--- config.mk ---
export PLATFORM = sky130hd
export DESIGN_NAME = utf8_to_utf16_decoder_core_flat
export DESIGN_NICKNAME = d
export VERILOG_FILES = /design/src/hw/rtl/u8u16_pkg.sv /design/src/hw/rtl/u8u16_req_if.sv /design/src/hw/rtl/u8u16_rsp_if.sv /design/src/hw/rtl/u8u16_front.sv /design/src/hw/rtl/u8u16_queue.sv /design/src/hw/rtl/u8u16_back.sv /design/src/hw/rtl/utf8_to_utf16_decoder_core.sv /design/src/flat_wrapper.sv
export SDC_FILE = /design/constraint.sdc
export NUM_CORES = 1
export LEC_CHECK = 0
export ABC_AREA = 0
export BUFFER_PORTS_ARGS = -buffer_cell sky130_fd_sc_hd__clkbuf_2
export CELL_PAD_IN_SITES_DETAIL_PLACEMENT = 0
export CELL_PAD_IN_SITES_GLOBAL_PLACEMENT = 1
export CORE_MARGIN = 3
export CORE_UTILIZATION = 30
export CTS_BUF_LIST = sky130_fd_sc_hd__clkbuf_8
export CTS_CLUSTER_SIZE = 28
export DETAILED_ROUTE_END_ITERATION = 10
export GPL_ROUTABILITY_DRIVEN = 0
export PLACE_DENSITY_LB_ADDON = 0.1
export SYNTH_ARGS = -nofsm -noshare
export SYNTH_HDL_FRONTEND = slang
export SYNTH_SLANG_ARGS = --single-unit
--- constraint.sdc ---
create_clock -name clock -period 8.3 [get_ports clock]
set_input_delay 1.66 -clock clock [delete_from_list [all_inputs] [get_ports clock]]
set_output_delay 1.66 -clock clock [all_outputs]
set_load 0.01 [all_outputs]
--- src/hw/rtl/u8u16_pkg.sv ---
package u8u16_pkg;

   // result kinds as shown on the result channel
   typedef enum logic [1:0] {
      KIND_UNIT  = 2'd0,
      KIND_END   = 2'd1,
      KIND_ERROR = 2'd2
   } kind_type;

   // lead byte boundaries
   localparam logic [7:0] CONT_BASE = 8'h80;
   localparam logic [7:0] LEAD2     = 8'hC0;
   localparam logic [7:0] LEAD3     = 8'hE0;
   localparam logic [7:0] LEAD4     = 8'hF0;
   localparam logic [7:0] LEAD5     = 8'hF8;
   localparam logic [7:0] LEAD6     = 8'hFC;
   localparam logic [7:0] LEAD_BAD  = 8'hFE;

   localparam logic [31:0] PLANE1_BASE = 32'h0001_0000;
   localparam logic [31:0] SUPP_RANGE  = 32'h0010_0000;
   localparam logic [15:0] HIGH_SURR   = 16'hD800;
   localparam logic [15:0] LOW_SURR    = 16'hDC00;
   localparam logic [9:0]  SURR_MASK   = 10'h3FF;

   // work for one accepted byte: up to two code units and an optional
   // terminal result (end or error)
   typedef struct packed {
      logic [1:0]       n_results;
      logic [1:0]       n_units;
      logic [1:0][15:0] unit;
      logic [1:0][15:0] count;
      kind_type         term_kind;
      logic [15:0]      term_count;
   } job_type;

endpackage

--- src/hw/rtl/u8u16_req_if.sv ---
interface u8u16_req_if;
   logic       valid;
   logic       ready;
   logic [7:0] data_byte;
   logic       end_of_string;

   modport source (output valid, output data_byte, output end_of_string, input ready);
   modport sink   (input valid, input data_byte, input end_of_string, output ready);
endinterface

--- src/hw/rtl/u8u16_rsp_if.sv ---
interface u8u16_rsp_if;
   logic        valid;
   logic        ready;
   logic [15:0] code_unit;
   logic [1:0]  result_kind;
   logic [15:0] units_so_far;
   logic        run_last;

   modport source (output valid, output code_unit, output result_kind,
                   output units_so_far, output run_last, input ready);
   modport sink   (input valid, input code_unit, input result_kind,
                   input units_so_far, input run_last, output ready);
endinterface

--- src/hw/rtl/u8u16_front.sv ---
module u8u16_front import u8u16_pkg::*; #(
   parameter int COUNT_WIDTH = 16
) (
   input  logic         clock,
   input  logic         reset,
   u8u16_req_if.sink    req_bus,
   input  logic         q_full,
   output logic         push,
   output job_type      job
);

   localparam int DISP_W = (COUNT_WIDTH < 16) ? COUNT_WIDTH : 16;
   localparam logic [COUNT_WIDTH-1:0] CNT_MAX = {COUNT_WIDTH{1'b1}};

   logic [31:0]            pv_ff, pv_in;
   logic [2:0]             be_ff, be_in;
   logic                   halt_ff, halt_in;
   logic [COUNT_WIDTH-1:0] cnt_ff, cnt_in;

   logic [7:0]             b;
   logic                   eos;
   logic                   accept;
   logic                   em, lit, lead_err, term, fail, big, bad;
   logic [31:0]            ev, w32;
   logic [1:0]             nu;
   logic [COUNT_WIDTH-1:0] c0, c1, cfin;

   assign b       = req_bus.data_byte;
   assign eos     = req_bus.end_of_string;
   assign req_bus.ready = !q_full;
   assign accept  = req_bus.valid && !q_full;

   // decode one byte against the sequence state
   always_comb begin
      pv_in    = pv_ff;
      be_in    = be_ff;
      em       = 1'b0;
      ev       = pv_ff;
      lit      = 1'b0;
      lead_err = 1'b0;
      term     = 1'b0;
      if (halt_ff) begin
         term = 1'b0;
      end else if (b == 8'h00) begin
         em   = (be_ff != 3'd0);
         term = 1'b1;
      end else begin
         if (be_ff == 3'd0) begin
            if (!b[7]) begin
               lit = 1'b1;
            end else if (b < LEAD2 || b >= LEAD_BAD) begin
               lead_err = 1'b1;
            end else if (b < LEAD3) begin
               pv_in = 32'(b - LEAD2);
               be_in = 3'd1;
            end else if (b < LEAD4) begin
               pv_in = 32'(b - LEAD3);
               be_in = 3'd2;
            end else if (b < LEAD5) begin
               pv_in = 32'(b - LEAD4);
               be_in = 3'd3;
            end else if (b < LEAD6) begin
               pv_in = 32'(b - LEAD5);
               be_in = 3'd4;
            end else begin
               pv_in = 32'(b - LEAD6);
               be_in = 3'd5;
            end
         end else if (b >= CONT_BASE && b < LEAD2) begin
            pv_in = {pv_ff[25:0], b[5:0]};
            be_in = be_ff - 3'd1;
            if (be_in == 3'd0) begin
               em = 1'b1;
               ev = pv_in;
            end
         end else begin
            // bad continuation: byte dropped, partial value goes out
            be_in = 3'd0;
            em    = 1'b1;
         end
         if (eos && !lead_err && be_in != 3'd0) begin
            be_in = 3'd0;
            em    = 1'b1;
            ev    = pv_in;
         end
         term = eos;
      end
   end

   assign w32  = ev - PLANE1_BASE;
   assign big  = (ev >= PLANE1_BASE);
   assign bad  = em && big && (w32 >= SUPP_RANGE);
   assign fail = lead_err || bad;

   always_comb begin
      if (lit || (em && !big)) begin
         nu = 2'd1;
      end else if (em && big && !bad) begin
         nu = 2'd2;
      end else begin
         nu = 2'd0;
      end
   end

   assign c0   = (cnt_ff == CNT_MAX) ? cnt_ff : cnt_ff + 1'b1;
   assign c1   = (c0 == CNT_MAX) ? c0 : c0 + 1'b1;
   assign cfin = (nu == 2'd0) ? cnt_ff : ((nu == 2'd1) ? c0 : c1);

   always_comb begin
      halt_in = halt_ff;
      cnt_in  = cfin;
      if (halt_ff) begin
         if (b == 8'h00 || eos) begin
            halt_in = 1'b0;
            cnt_in  = '0;
         end else begin
            cnt_in  = cnt_ff;
         end
      end else if (term) begin
         cnt_in = '0;
      end else if (fail) begin
         halt_in = 1'b1;
      end
   end

   always_comb begin
      job.n_units    = nu;
      job.n_results  = nu + {1'b0, (fail || term)};
      if (lit) begin
         job.unit[0] = {8'h00, b};
      end else if (big) begin
         job.unit[0] = HIGH_SURR + {6'd0, w32[19:10]};
      end else begin
         job.unit[0] = ev[15:0];
      end
      job.unit[1]    = LOW_SURR + {6'd0, w32[9:0] & SURR_MASK};
      job.count[0]   = 16'(c0[DISP_W-1:0]);
      job.count[1]   = 16'(c1[DISP_W-1:0]);
      job.term_kind  = fail ? KIND_ERROR : KIND_END;
      job.term_count = 16'(cfin[DISP_W-1:0]);
   end

   assign push = accept && !halt_ff && (job.n_results != 2'd0);

   always_ff @(posedge clock) begin
      if (reset) begin
         pv_ff   <= '0;
         be_ff   <= '0;
         halt_ff <= 1'b0;
         cnt_ff  <= '0;
      end else if (accept) begin
         halt_ff <= halt_in;
         cnt_ff  <= cnt_in;
         if (halt_ff || term || fail) begin
            pv_ff <= '0;
            be_ff <= '0;
         end else begin
            pv_ff <= pv_in;
            be_ff <= be_in;
         end
      end
   end

endmodule

--- src/hw/rtl/u8u16_queue.sv ---
module u8u16_queue import u8u16_pkg::*; (
   input  logic    clock,
   input  logic    reset,
   input  logic    push,
   input  job_type wr_job,
   input  logic    pop,
   output logic    full,
   output logic    q_valid,
   output job_type rd_job
);

   localparam int DEPTH = 2;

   job_type    mem_ff [DEPTH];
   logic       wr_ptr_ff;
   logic       rd_ptr_ff;
   logic [1:0] count_ff;

   assign full    = (count_ff == 2'(DEPTH));
   assign q_valid = (count_ff != 2'd0);
   assign rd_job  = mem_ff[rd_ptr_ff];

   always_ff @(posedge clock) begin
      if (push) begin
         mem_ff[wr_ptr_ff] <= wr_job;
      end
   end

   always_ff @(posedge clock) begin
      if (reset) begin
         wr_ptr_ff <= 1'b0;
         rd_ptr_ff <= 1'b0;
         count_ff  <= '0;
      end else begin
         if (push) begin
            wr_ptr_ff <= !wr_ptr_ff;
         end
         if (pop) begin
            rd_ptr_ff <= !rd_ptr_ff;
         end
         count_ff <= count_ff + {1'b0, push} - {1'b0, pop};
      end
   end

`ifndef SYNTHESIS
   a_no_push_full: assert property (@(posedge clock) disable iff (reset)
      push |-> !full) else $error("push into full job queue");
   a_no_pop_empty: assert property (@(posedge clock) disable iff (reset)
      pop |-> q_valid) else $error("pop from empty job queue");
   a_count_track: assert property (@(posedge clock) disable iff (reset)
      !$past(reset) |-> count_ff == $past(count_ff) + $past(2'(push)) - $past(2'(pop)))
      else $error("job queue count out of step");
`endif

endmodule

--- src/hw/rtl/u8u16_back.sv ---
module u8u16_back import u8u16_pkg::*; (
   input  logic        clock,
   input  logic        reset,
   input  logic        q_valid,
   input  job_type     rd_job,
   output logic        pop,
   u8u16_rsp_if.source rsp_bus
);

   logic        rsp_valid_ff;
   logic [15:0] unit_ff;
   kind_type    kind_ff;
   logic [15:0] count_ff;
   logic        last_ff;
   logic [1:0]  idx_ff;

   logic        out_free, load, last;
   logic [15:0] sel_unit, sel_count;
   kind_type    sel_kind;

   assign out_free = !rsp_valid_ff || rsp_bus.ready;
   assign load     = out_free && q_valid;
   assign last     = (idx_ff == rd_job.n_results - 2'd1);
   assign pop      = load && last;

   always_comb begin
      if (idx_ff < rd_job.n_units) begin
         sel_unit  = rd_job.unit[idx_ff[0]];
         sel_count = rd_job.count[idx_ff[0]];
         sel_kind  = KIND_UNIT;
      end else begin
         sel_unit  = '0;
         sel_count = rd_job.term_count;
         sel_kind  = rd_job.term_kind;
      end
   end

   always_ff @(posedge clock) begin
      if (reset) begin
         rsp_valid_ff <= 1'b0;
         idx_ff       <= '0;
      end else begin
         if (out_free) begin
            rsp_valid_ff <= q_valid;
         end
         if (load) begin
            idx_ff <= last ? 2'd0 : idx_ff + 2'd1;
         end
      end
   end

   always_ff @(posedge clock) begin
      if (load) begin
         unit_ff  <= sel_unit;
         kind_ff  <= sel_kind;
         count_ff <= sel_count;
         last_ff  <= last;
      end
   end

   assign rsp_bus.valid        = rsp_valid_ff;
   assign rsp_bus.code_unit    = unit_ff;
   assign rsp_bus.result_kind  = kind_ff;
   assign rsp_bus.units_so_far = count_ff;
   assign rsp_bus.run_last     = last_ff;

`ifndef SYNTHESIS
   a_term_is_last: assert property (@(posedge clock) disable iff (reset)
      rsp_valid_ff && kind_ff != KIND_UNIT |-> last_ff)
      else $error("terminal result not last of its beat");
   a_mid_job_held: assert property (@(posedge clock) disable iff (reset)
      idx_ff != 2'd0 |-> q_valid && idx_ff < rd_job.n_results)
      else $error("result index outside current job");
   a_reset_empty: assert property (@(posedge clock)
      reset |=> !rsp_valid_ff) else $error("output not empty after reset");
`endif

endmodule

--- src/hw/rtl/utf8_to_utf16_decoder_core.sv ---
// UTF-8 to UTF-16 decoder core.
// req_bus carries one UTF-8 byte per beat with an end_of_string flag;
// rsp_bus carries results: a code unit, an end marker or an error, with
// the running unit count and run_last on the final result of each byte.
// A front stage decodes each byte against the sequence state and posts
// a job (up to two units plus an optional end/error) into a two-entry
// queue; a back stage drains jobs into an output register, one result per
// cycle while that register is free.
// A byte's results pass through the queue and then the output register.
// Throughput: one byte per cycle while the receiver is ready and each
// byte yields at most one result; a surrogate pair plus an end marker
// makes three results, and the output's one result per cycle sets the rate.
// Receiver stall: the output register holds, the queue fills and req
// ready drops once both queue entries are taken; nothing is dropped.
// Reset (synchronous): clears sequence state, halt flag, unit counter,
// queue and output valid flag.
module utf8_to_utf16_decoder_core import u8u16_pkg::*; #(
   parameter int COUNT_WIDTH = 16
) (
   input  logic        clock,
   input  logic        reset,
   u8u16_req_if.sink   req_bus,
   u8u16_rsp_if.source rsp_bus
);

   logic    push, pop, q_full, q_valid;
   job_type wr_job, rd_job;

   u8u16_front #(.COUNT_WIDTH(COUNT_WIDTH)) u_front (
      .clock   (clock),
      .reset   (reset),
      .req_bus (req_bus),
      .q_full  (q_full),
      .push    (push),
      .job     (wr_job)
   );

   u8u16_queue u_queue (
      .clock   (clock),
      .reset   (reset),
      .push    (push),
      .wr_job  (wr_job),
      .pop     (pop),
      .full    (q_full),
      .q_valid (q_valid),
      .rd_job  (rd_job)
   );

   u8u16_back u_back (
      .clock   (clock),
      .reset   (reset),
      .q_valid (q_valid),
      .rd_job  (rd_job),
      .pop     (pop),
      .rsp_bus (rsp_bus)
   );

endmodule

--- src/flat_wrapper.sv ---
// flat-port wrapper written by rule: the top's interface ports become plain ports
module utf8_to_utf16_decoder_core_flat import u8u16_pkg::*;
#(
   parameter int COUNT_WIDTH = 16
)
  (clock, reset, req_bus_valid, req_bus_data_byte, req_bus_end_of_string, req_bus_ready, rsp_bus_valid, rsp_bus_code_unit, rsp_bus_result_kind, rsp_bus_units_so_far, rsp_bus_run_last, rsp_bus_ready);
  u8u16_req_if req_bus_i ();
  u8u16_rsp_if rsp_bus_i ();
  input  logic clock;
  input  logic reset;
  input wire logic [$bits(req_bus_i.valid)-1:0] req_bus_valid;
  input wire logic [$bits(req_bus_i.data_byte)-1:0] req_bus_data_byte;
  input wire logic [$bits(req_bus_i.end_of_string)-1:0] req_bus_end_of_string;
  output wire logic [$bits(req_bus_i.ready)-1:0] req_bus_ready;
  output wire logic [$bits(rsp_bus_i.valid)-1:0] rsp_bus_valid;
  output wire logic [$bits(rsp_bus_i.code_unit)-1:0] rsp_bus_code_unit;
  output wire logic [$bits(rsp_bus_i.result_kind)-1:0] rsp_bus_result_kind;
  output wire logic [$bits(rsp_bus_i.units_so_far)-1:0] rsp_bus_units_so_far;
  output wire logic [$bits(rsp_bus_i.run_last)-1:0] rsp_bus_run_last;
  input wire logic [$bits(rsp_bus_i.ready)-1:0] rsp_bus_ready;
  assign req_bus_i.valid = req_bus_valid;
  assign req_bus_i.data_byte = req_bus_data_byte;
  assign req_bus_i.end_of_string = req_bus_end_of_string;
  assign req_bus_ready = req_bus_i.ready;
  assign rsp_bus_valid = rsp_bus_i.valid;
  assign rsp_bus_code_unit = rsp_bus_i.code_unit;
  assign rsp_bus_result_kind = rsp_bus_i.result_kind;
  assign rsp_bus_units_so_far = rsp_bus_i.units_so_far;
  assign rsp_bus_run_last = rsp_bus_i.run_last;
  assign rsp_bus_i.ready = rsp_bus_ready;
  utf8_to_utf16_decoder_core #(.COUNT_WIDTH(COUNT_WIDTH)) u_core (.clock(clock), .reset(reset), .req_bus(req_bus_i), .rsp_bus(rsp_bus_i));
endmodule
* Word-level counts from Yosys, hierarchy flattened
Memories as Yosys holds them, arrays and structs flattened. A register that Yosys moved wholly into a read port is not among the register bits. Cells that the tools add are included.
Word-level totals: register bits after elaboration 94, RAM bits 172, bits of input ports 13, output and inout port bits 37, logic and storage cells 163, memories 1
Memory list:
- u_core.u_queue.mem_ff | words 2, bits a word 86, rd ports 1, clocked after Yosys merged registers in 1, wr ports 1, RTL line u8u16_queue.sv:14 | job_type mem_ff [DEPTH];
Operators by class: add/subtract/negate cells 16, magnitude comparators 11, eq/ne operators 8, muxes and demuxes 76, reductions and logical operators 38
Operators with widths (count):
- $mux W32 | 17
- $mux W16 | 14
- $sub A8 B8 Y9 const B | 5
- $lt A8 B8 Y1 const B | 5
- $mux W3 | 13
- $add A15 B11 Y16 const A | 2
- $add A16 B1 Y16 const B | 2
- $eq A16 B16 Y1 const B | 2
- $ge A32 B17 Y1 const B | 1
- $ge A32 B21 Y1 const B | 1
- $sub A32 B17 Y32 const B | 1
- $mux W1 | 28
- $ge A8 B8 Y1 const B | 2
- $logic_and A1 B1 Y1 | 12
- $logic_not A1 Y1 | 8
- $logic_not A8 Y1 | 1
- $logic_or A1 B1 Y1 | 8
- $mux W2 | 4
- $logic_not A3 Y1 | 2
- $ne A2 B1 Y1 const B | 3
- $reduce_bool A3 Y1 | 2
- $add A2 B1 Y2 | 2
- $reduce_bool A2 Y1 | 2
- $reduce_and A3 Y1 | 1
- 11 further kinds | 11

* Depth between registers and ports, before layout
Gate-level depths: netlist of the first run.
word-level depth 27, gate-level depth with buffers 22, depth with buffers taken out 19

* By module
From an unflattened synthesis of the first run, not the netlist that was laid out.
Second synthesis, totals: cell total of the unflattened synthesis 1207, area, all modules 14466.4 sq um
By module, submodules not included:
- u8u16_queue | instances 1, cells an instance 289, area each 6628.9 sq um, sequential area each 5265.0 sq um
- u8u16_front | instances 1, cells an instance 782, area each 5851.9 sq um, sequential area each 1041.0 sq um
- u8u16_back | instances 1, cells an instance 136, area each 1985.7 sq um, sequential area each 1111.1 sq um

* Worst setup path after synthesis of the first run
Ideal clock, no wire load.
path kind in2reg, start in req_bus_data_byte[5], end mem u_core.u_queue.mem_ff[0][0] (netlist name), enable pin, setup time 0.519 ns, arrival 7.042 ns, data required time 7.781 ns, path slack 0.739 ns, cell stages on the path 11, path buffers 1, cell sequence ha_1 ha_1 and2_4 buf_6 a2111oi_4 o21ai_2 nand2_1 a31oi_1 a311oi_1 inv_1 nor2_1
On the way: longest elaborated chain between the ends 27, elaborated cells between the ends (all ways) 78, those cells by class add/sub: 7; order compare: 9; mux: 44; reduce/logical: 18
Ends and longest elaborated chain:
- start: declaration | RTL line flat_wrapper.sv:12 | input wire logic [$bits(req_bus_i.data_byte)-1:0] req_bus_data_byte;
- $lt A8 B8 Y1 | RTL line u8u16_front.sv:62 | end else if (b < LEAD6) begin
- $mux W1 | RTL line u8u16_front.sv:62
- $mux W3 | RTL line u8u16_front.sv:59 | end else if (b < LEAD5) begin
- $mux W3 | RTL line u8u16_front.sv:56 | end else if (b < LEAD4) begin
- $mux W3 | RTL line u8u16_front.sv:53 | end else if (b < LEAD3) begin
- $mux W3 | RTL line u8u16_front.sv:51 | end else if (b < LEAD2 || b >= LEAD_BAD) begin
- $mux W3 | RTL line u8u16_front.sv:49 | if (!b[7]) begin
- $mux W3 | RTL line u8u16_front.sv:48 | if (be_ff == 3'd0) begin
- (+11 left out)
- $logic_and A1 B1 Y1 | RTL line u8u16_front.sv:98 | end else if (em && big && !bad) begin
- $mux W2 | RTL line u8u16_front.sv:98
- $mux W2 | RTL line u8u16_front.sv:96 | if (lit || (em && !big)) begin
- $add A2 B1 Y2 (*) | RTL line u8u16_front.sv:128 | job.n_results = nu + {1'b0, (fail || term)};
- $reduce_bool A2 Y1 (*) | RTL line u8u16_front.sv:143 | assign push = accept && !halt_ff && (job.n_results != 2'd0);
- $logic_and A1 B1 Y1 (*) | RTL line u8u16_front.sv:143
- $mux W1 (*) | RTL line u8u16_queue.sv:24 | if (push) begin
- $mux W1 (implied by the code) (*) | RTL line u8u16_queue.sv:25 | mem_ff[wr_ptr_ff] <= wr_job;
- end: declaration | RTL line u8u16_queue.sv:14
Every way passes the cells marked *; elsewhere a longest branch is shown, timed or not. The select of a mux whose other input is x is not followed.

==> results of run 1 <==
-- cell usage after synthesis, types with 10 or more instances --
library cell  instances
edfxtp_1            195
nor2_1              119
nand2_1              75
a21oi_1              61
dfxtp_1              60
inv_1                51
clkbuf_1             48
o21ai_0              33
nor3_1               32
mux2i_1              31
a22o_1               27
nand3_1              27
a221o_1              26
mux4_2               26
xnor2_1              24
ha_1                 21
nor2b_1              19
a31oi_1              15
and3_1               14
nand4_1              14
a211oi_1             13
and2_1               12
a222oi_1             10
a22oi_1              10
nand2b_1             10
-- final cells by class --
class,instances,area share (%)
Sequential cell,255,47.5
Multi-Input combinational cell,772,37.6
Tap cell,577,4.86
Clock buffer,48,4.44
Timing Repair Buffer,74,3.00
Clock inverter,41,1.34
Inverter,52,1.31
-- report_power, final --
part / leakage (nW) / switching [mW] / internal, mW / total [mW]
sequential: 2.34 / 0.0808 / 1.68 / 1.76
clock: 0.510 / 0.555 / 0.572 / 1.13
combinational: 2.66 / 0.573 / 0.322 / 0.896
-- logic make-up (layout without fill, tap and decap cells) --
logic type / count (synthesis) / after routing / synth area share [%]
buf+inv: 120 / 215 / 3.67
compound gates: 304 / 304 / 18.1
simple gates: 358 / 358 / 13.3
fa+ha+maj: 21 / 21 / 2.01
mux: 58 / 58 / 6.93
flops: 255 / 255 / 53.9
xor+xnor: 31 / 31 / 2.07
-- worst max-delay path: stages --
cell,delay [ps]
clkbuf_2,140
ha_1,250
ha_1,290
a21boi_0,280
o21ai_0,230
a211oi_1,320
or2_2,350
nor2_1,210
a221o_1,370
inv_1,110
ha_1,180
inv_1,80
a2111oi_0,250
or3b_2,490
nor4_1,620
o31a_1,540
a211oi_4,210
a211oi_1,600
a21oi_1,250
-- flip-flops by register name (all words and copies together), names as in the netlist, 2 cells and up, named ones only --
signal,cells
u_core.u_queue.mem_ff,160
u_core.u_front.be_ff,3
u_core.u_front.cnt_ff,16
u_core.u_front.pv_ff,32
u_core.u_queue.count_ff,2
u_core.u_back.rsp_bus.code_unit,16
u_core.u_back.rsp_bus.units_so_far,16
u_core.u_back.idx_ff,2
u_core.u_back.rsp_bus.result_kind,2
-- layer usage --
metal	share of wire [%]	wire length (µm)	vias to the layer above	global-route usage (%)
met3	3.9	1540	58	2.64
met1	50	19500	4822	25.2
met5	0	0	-	0
met2	44	17200	209	25.4
met4	2.2	850	0	5.48
li1	-	-	4552	-
-- through the flow --
stage / power [mW] / setup slack [ps]
global route: 4.01 / 628
global placement: 2.71 / 605
floorplan: 2.37 / 739
finish: 3.78 / 1160
detailed placement: 2.71 / 586
CTS: 3.86 / 1250
-- worst min-delay path by stage --
stage                                           to  cells past startpoint
after CTS                  u_core.u_front.pv_ff[6]                      2
after detailed placement   u_core.u_front.pv_ff[6]                      2
final                      u_core.u_front.pv_ff[6]                      2
after global routing       u_core.u_front.pv_ff[2]                      2
after floorplan            u_core.u_front.pv_ff[2]                      2
after global placement    u_core.u_front.pv_ff[28]                      1
-- cells in the final DEF (no fill, tap or decap), types with 27 or more instances in the layout --
cell type,Yosys,routed
edfxtp_1,195,195
nor2_1,119,117
nand2_1,75,75
inv_1,51,69
a21oi_1,61,61
dfxtp_1,60,58
clkbuf_2,0,49
clkbuf_8,0,48
o21ai_0,33,33
mux2i_1,31,31
nor3_1,32,31
nand3_1,27,27
a22o_1,27,27
==> out/qor.csv, run 1 <==
metric;value;unit
row count;75;
fraction of layout cells with a size suffix above 1;16.7;%
Hold WC Path Type;register to register;
crit path DAT;7430;ps
CTS tree;done;
distinct cell type count of the synthesized netlist;90;
Yosys top cell by area;edfxtp_1;
vias in the first global route;9818;
Starting Density;30.8;%
Post-synth EDFFs;195;
Post-CTS Setup Inserts;0;
RSZ-0062 raised after global routing;false;
antenna-violating nets left;0;
Post-DP Area;14000;µm²
Mapped Avg Cell Area;11.4;µm²
first-pass GRT wire length;61.3;mm
via count;9641;
reg-to-reg endpoint;u_core.u_queue.mem_ff[0][85];
sequential element share of the synthesized area;53.9;%
hold slack;483;ps
max-cap violations;0;
status;complete, no violations;
clock sinks;255;
detailed placer's ending HPWL;26.7;mm
clk_lat worst skew;630;ps
fin util;35.0;%
Vias per Instance;5.30;
fin crit share;86.0;%
placed insts;1730;
top post-synthesis cells by area;edfxtp_1, dfxtp_1, mux4_2, nor2_1, mux2i_1;
Multi-input gate area;5590;µm²
initial antenna violation count;0;
Net Count, Synth;1181;
overflow left after global routing;0;
CP endpoint kind;register;
Mapped Area;13100;µm²
final setup TNS;0;ps
Avg WL per Cell;21.5;µm
top cell type's share of synthesized area;44.7;%
Die Ht;215;µm
Worst setup startpoint;req_bus_data_byte[6];
I/O pin cnt;50;
slack of the worst reg-to-reg path;1970;ps
cell area after layout;14900;µm²
Area Overhead vs Synth;13.5;%
CP Class;primary input to register;
clk buf depth;3;
Req. time, crit path;8600;ps
CP max FO;17;
final hold vios;0;
Post-Route WL;39.1;mm
Finished Layout Cells;1819;
Pre-antenna DRT Iters;5;
1st-iter DRT viols;659;
largest net degree at the start of global routing;58;
R2R depth;18;
register area;7060;µm²
clock-pin slew on the worst setup and hold paths;60;ps
VDD IR max;0.000144;V
Worst Max-Slew Pin Slew;943;ps
FFs w/ async S/R, synth;0;%
critical path launch point type;primary input;
ys flop type;edfxtp_1;
Post-CTS Resized;0;
Leakage;5.51;nW
Reg-to-Reg Start;u_core.u_front.be_ff[0];
Worst setup endpoint;u_core.u_queue.mem_ff[0][85];
fmax;140;MHz
Ys Warns;0;
cells after synthesis;1147;
min Tclk post-route;7140;ps
Setup Skew;43.2;ps
Clock Tree Root;clkbuf_8;
Fillers;4302;
flops & latches, synth;255;
Slew Viols, Final;0;
die area;46200;µm²
CTS buffer count;48;
diode count;0;
worst hold path startpoint;u_core.u_front.pv_ff[6];
PD cells;254;nW/µm²
number of H-tree levels;2;
PortBufs;49;
Residual DRC;0;
fin nets;1237;
Final setup violation count;0;
CTS hold repair buffers;0;
Die X;215;µm
GRT Resource Usage Total;17.0;%
Core ar.;42500;µm²
relative max-transition margin;37.2;%
Power figures use the tool's default switching activity.
==> inputs of run 2 (changes only) <==
--- a/config.mk
+++ b/config.mk
@@ -5,11 +5,10 @@
 export SDC_FILE = /design/constraint.sdc
 export NUM_CORES = 1
 export LEC_CHECK = 0
-export ABC_AREA = 0
 export BUFFER_PORTS_ARGS = -buffer_cell sky130_fd_sc_hd__clkbuf_2
 export CELL_PAD_IN_SITES_DETAIL_PLACEMENT = 0
 export CELL_PAD_IN_SITES_GLOBAL_PLACEMENT = 1
-export CORE_MARGIN = 3
+export CORE_MARGIN = 1
 export CORE_UTILIZATION = 30
 export CTS_BUF_LIST = sky130_fd_sc_hd__clkbuf_8
 export CTS_CLUSTER_SIZE = 28
==> out/qor.csv, run 2 (synthesis results as in run 1) <==
metric;value;unit
PD cells;257;nW/µm²
first-pass GRT wire length;60.3;mm
row count;76;
RSZ-0062 raised after global routing;false;
critical path cell sequence;clkbuf_2, ha_1, ha_1, a21boi_0, o21ai_0, a211oi_1, or2_2, nor2_1, a221o_1, inv_1, ha_1, inv_1, a2111oi_0, or3b_2, nor4_1, o31a_1, a211oi_4, a211oi_1, a21oi_1;
relative max-transition margin;23.8;%
final hold vios;0;
antenna-violating nets left;0;
Largest Register;u_core.u_queue.mem_ff;
Starting Density;30.4;%
Setup Skew;30.5;ps
Hold Crit Depth;1;
Hold WC Path Type;register to register;
Slew Viols, Final;0;
WHS Endpoint;u_core.u_front.pv_ff[28];
I/O pin cnt;50;
commonest cells after routing, fill and taps aside;edfxtp_1, nor2_1, inv_1, nand2_1, a21oi_1;
via count;9545;
Pwr Total;3.84;mW
Vias per Instance;5.24;
crit path DAT;7600;ps
die area;44500;µm²
detailed placer's ending HPWL;26.4;mm
VDD IR max;0.000145;V
min Tclk post-route;7280;ps
hold slack;487;ps
Core ar.;43100;µm²
Die X;211;µm
clock sinks;255;
overflow left after global routing;0;
CTS hold repair buffers;0;
reg-to-reg endpoint;u_core.u_queue.mem_ff[0][85];
max reg flops;160;
most common cell after layout, fill and taps aside;edfxtp_1;
CP max FO;17;
Largest regs;u_core.u_queue.mem_ff x160, u_core.u_front.pv_ff x32;
Post-CTS Setup Inserts;0;
Pre-antenna DRT Iters;5;
fin util;34.6;%
Reg-to-Reg Start;u_core.u_front.be_ff[0];
Req. time, crit path;8610;ps
worst path bufs/invs;3;
fraction of layout cells with a size suffix above 1;16.5;%
PortBufs;49;
Clock Tree Root;clkbuf_8;
status;complete, no violations;
Final setup violation count;0;
Post-CTS Resized;0;
Die Ht;211;µm
R2R depth;18;
1st-iter DRT viols;668;
CP max stage delay;690;ps
cell area after layout;14900;µm²
vias in the first global route;9749;
number of H-tree levels;2;
PnR worst setup slack;1020;ps
diode count;0;
clk buf depth;3;
Worst Max-Slew Pin Slew;1140;ps
Slowest cell on crit path;a211oi_1;
critical path launch point type;primary input;
most used cell along the critical path;ha_1;
placed insts;1734;
Leakage;5.55;nW
slack of the worst reg-to-reg path;1830;ps
max-cap violations;0;
Residual DRC;0;
Post-Route WL;38.4;mm
initial antenna violation count;0;
Fillers;4349;
Place WS;472;ps
Avg WL per Cell;21.0;µm
CP Class;primary input to register;
CTS tree;done;
delay-heaviest family, CP;compound AO/OA/AOI/OAI gates;
worst hold path startpoint;u_core.u_front.pv_ff[28];
CTS buffer count;48;
fin crit share;87.8;%
Area Overhead vs Synth;13.9;%
Post-DP Area;14000;µm²
fmax;137;MHz
CP endpoint kind;register;
clock-pin slew on the worst setup and hold paths;60;ps
clk_lat worst skew;620;ps
final setup TNS;0;ps
fin nets;1233;
largest net degree at the start of global routing;81;
Finished Layout Cells;1823;
GRT Resource Usage Total;18.0;%
[run 2: cell types whose count changed in the layout (fill, tap and decap cells not counted)]
cell and delta:
inv_1 +7, clkbuf_8 +4, clkinv_2 -4, clkinvlp_4 -1, buf_4 -4, bufinv_16 +1, clkinv_8 +1, clkinv_1 -8
[run 2: routing by layer]
layer | vias up | track usage [%] | part of all wire (%)
met3 | 58 | 2.85 | 4.1
met1 | 4716 | 25.7 | 49
met2 | 216 | 27.3 | 44
met5 | - | 0 | 0
li1 | 4555 | - | -
met4 | 0 | 6.52 | 2.4
[run 2: worst max-delay path by stage]
stage                               startpoint                            to  slack [ps]  cells after the start
after floorplan           req_bus_data_byte[5]   u_core.u_queue.mem_ff[0][0]         740                     11
after global placement    req_bus_data_byte[6]   u_core.u_queue.mem_ff[0][3]         540                     15
after detailed placement  req_bus_data_byte[6]  u_core.u_queue.mem_ff[0][85]         470                     19
after CTS                 req_bus_data_byte[6]  u_core.u_queue.mem_ff[0][85]        1140                     19
after global routing      req_bus_data_byte[6]      u_core.u_front.pv_ff[30]         570                     19
final                     req_bus_data_byte[6]  u_core.u_queue.mem_ff[0][85]        1020                     19
[run 2: cell type report]
cell class                      count  area, µm²  share of cell area (%)
Multi-Input combinational cell    772       5590                    37.4
Tap cell                          585        732                    4.91
Timing Repair Buffer               70        415                    2.78
Sequential cell                   255       7060                    47.3
Clock buffer                       52        716                    4.80
Inverter                           52        195                    1.31
Clock inverter                     37        214                    1.43
[run 2: where the power goes]
part | leakage, nW | switching [mW] | internal (mW)
combinational | 2.64 | 0.576 | 0.321
sequential | 2.34 | 0.0825 | 1.68
clock | 0.569 | 0.545 | 0.640
total | 5.55 | 1.20 | 2.64
[run 2: worst reg2reg max path, cell delays in order (launching register included)]
cell and delay, ps:
dfxtp_1 380, inv_1 120, ha_1 280, and2b_1 350, nand3_1 280, a211oi_1 340
or2_2 320, nor2_1 290, a221o_1 410, inv_1 120, ha_1 180, inv_1 80
a2111oi_0 260, or3b_2 500, nor4_1 600, o31a_1 520, a211oi_4 210, a211oi_1 690
a21oi_1 250
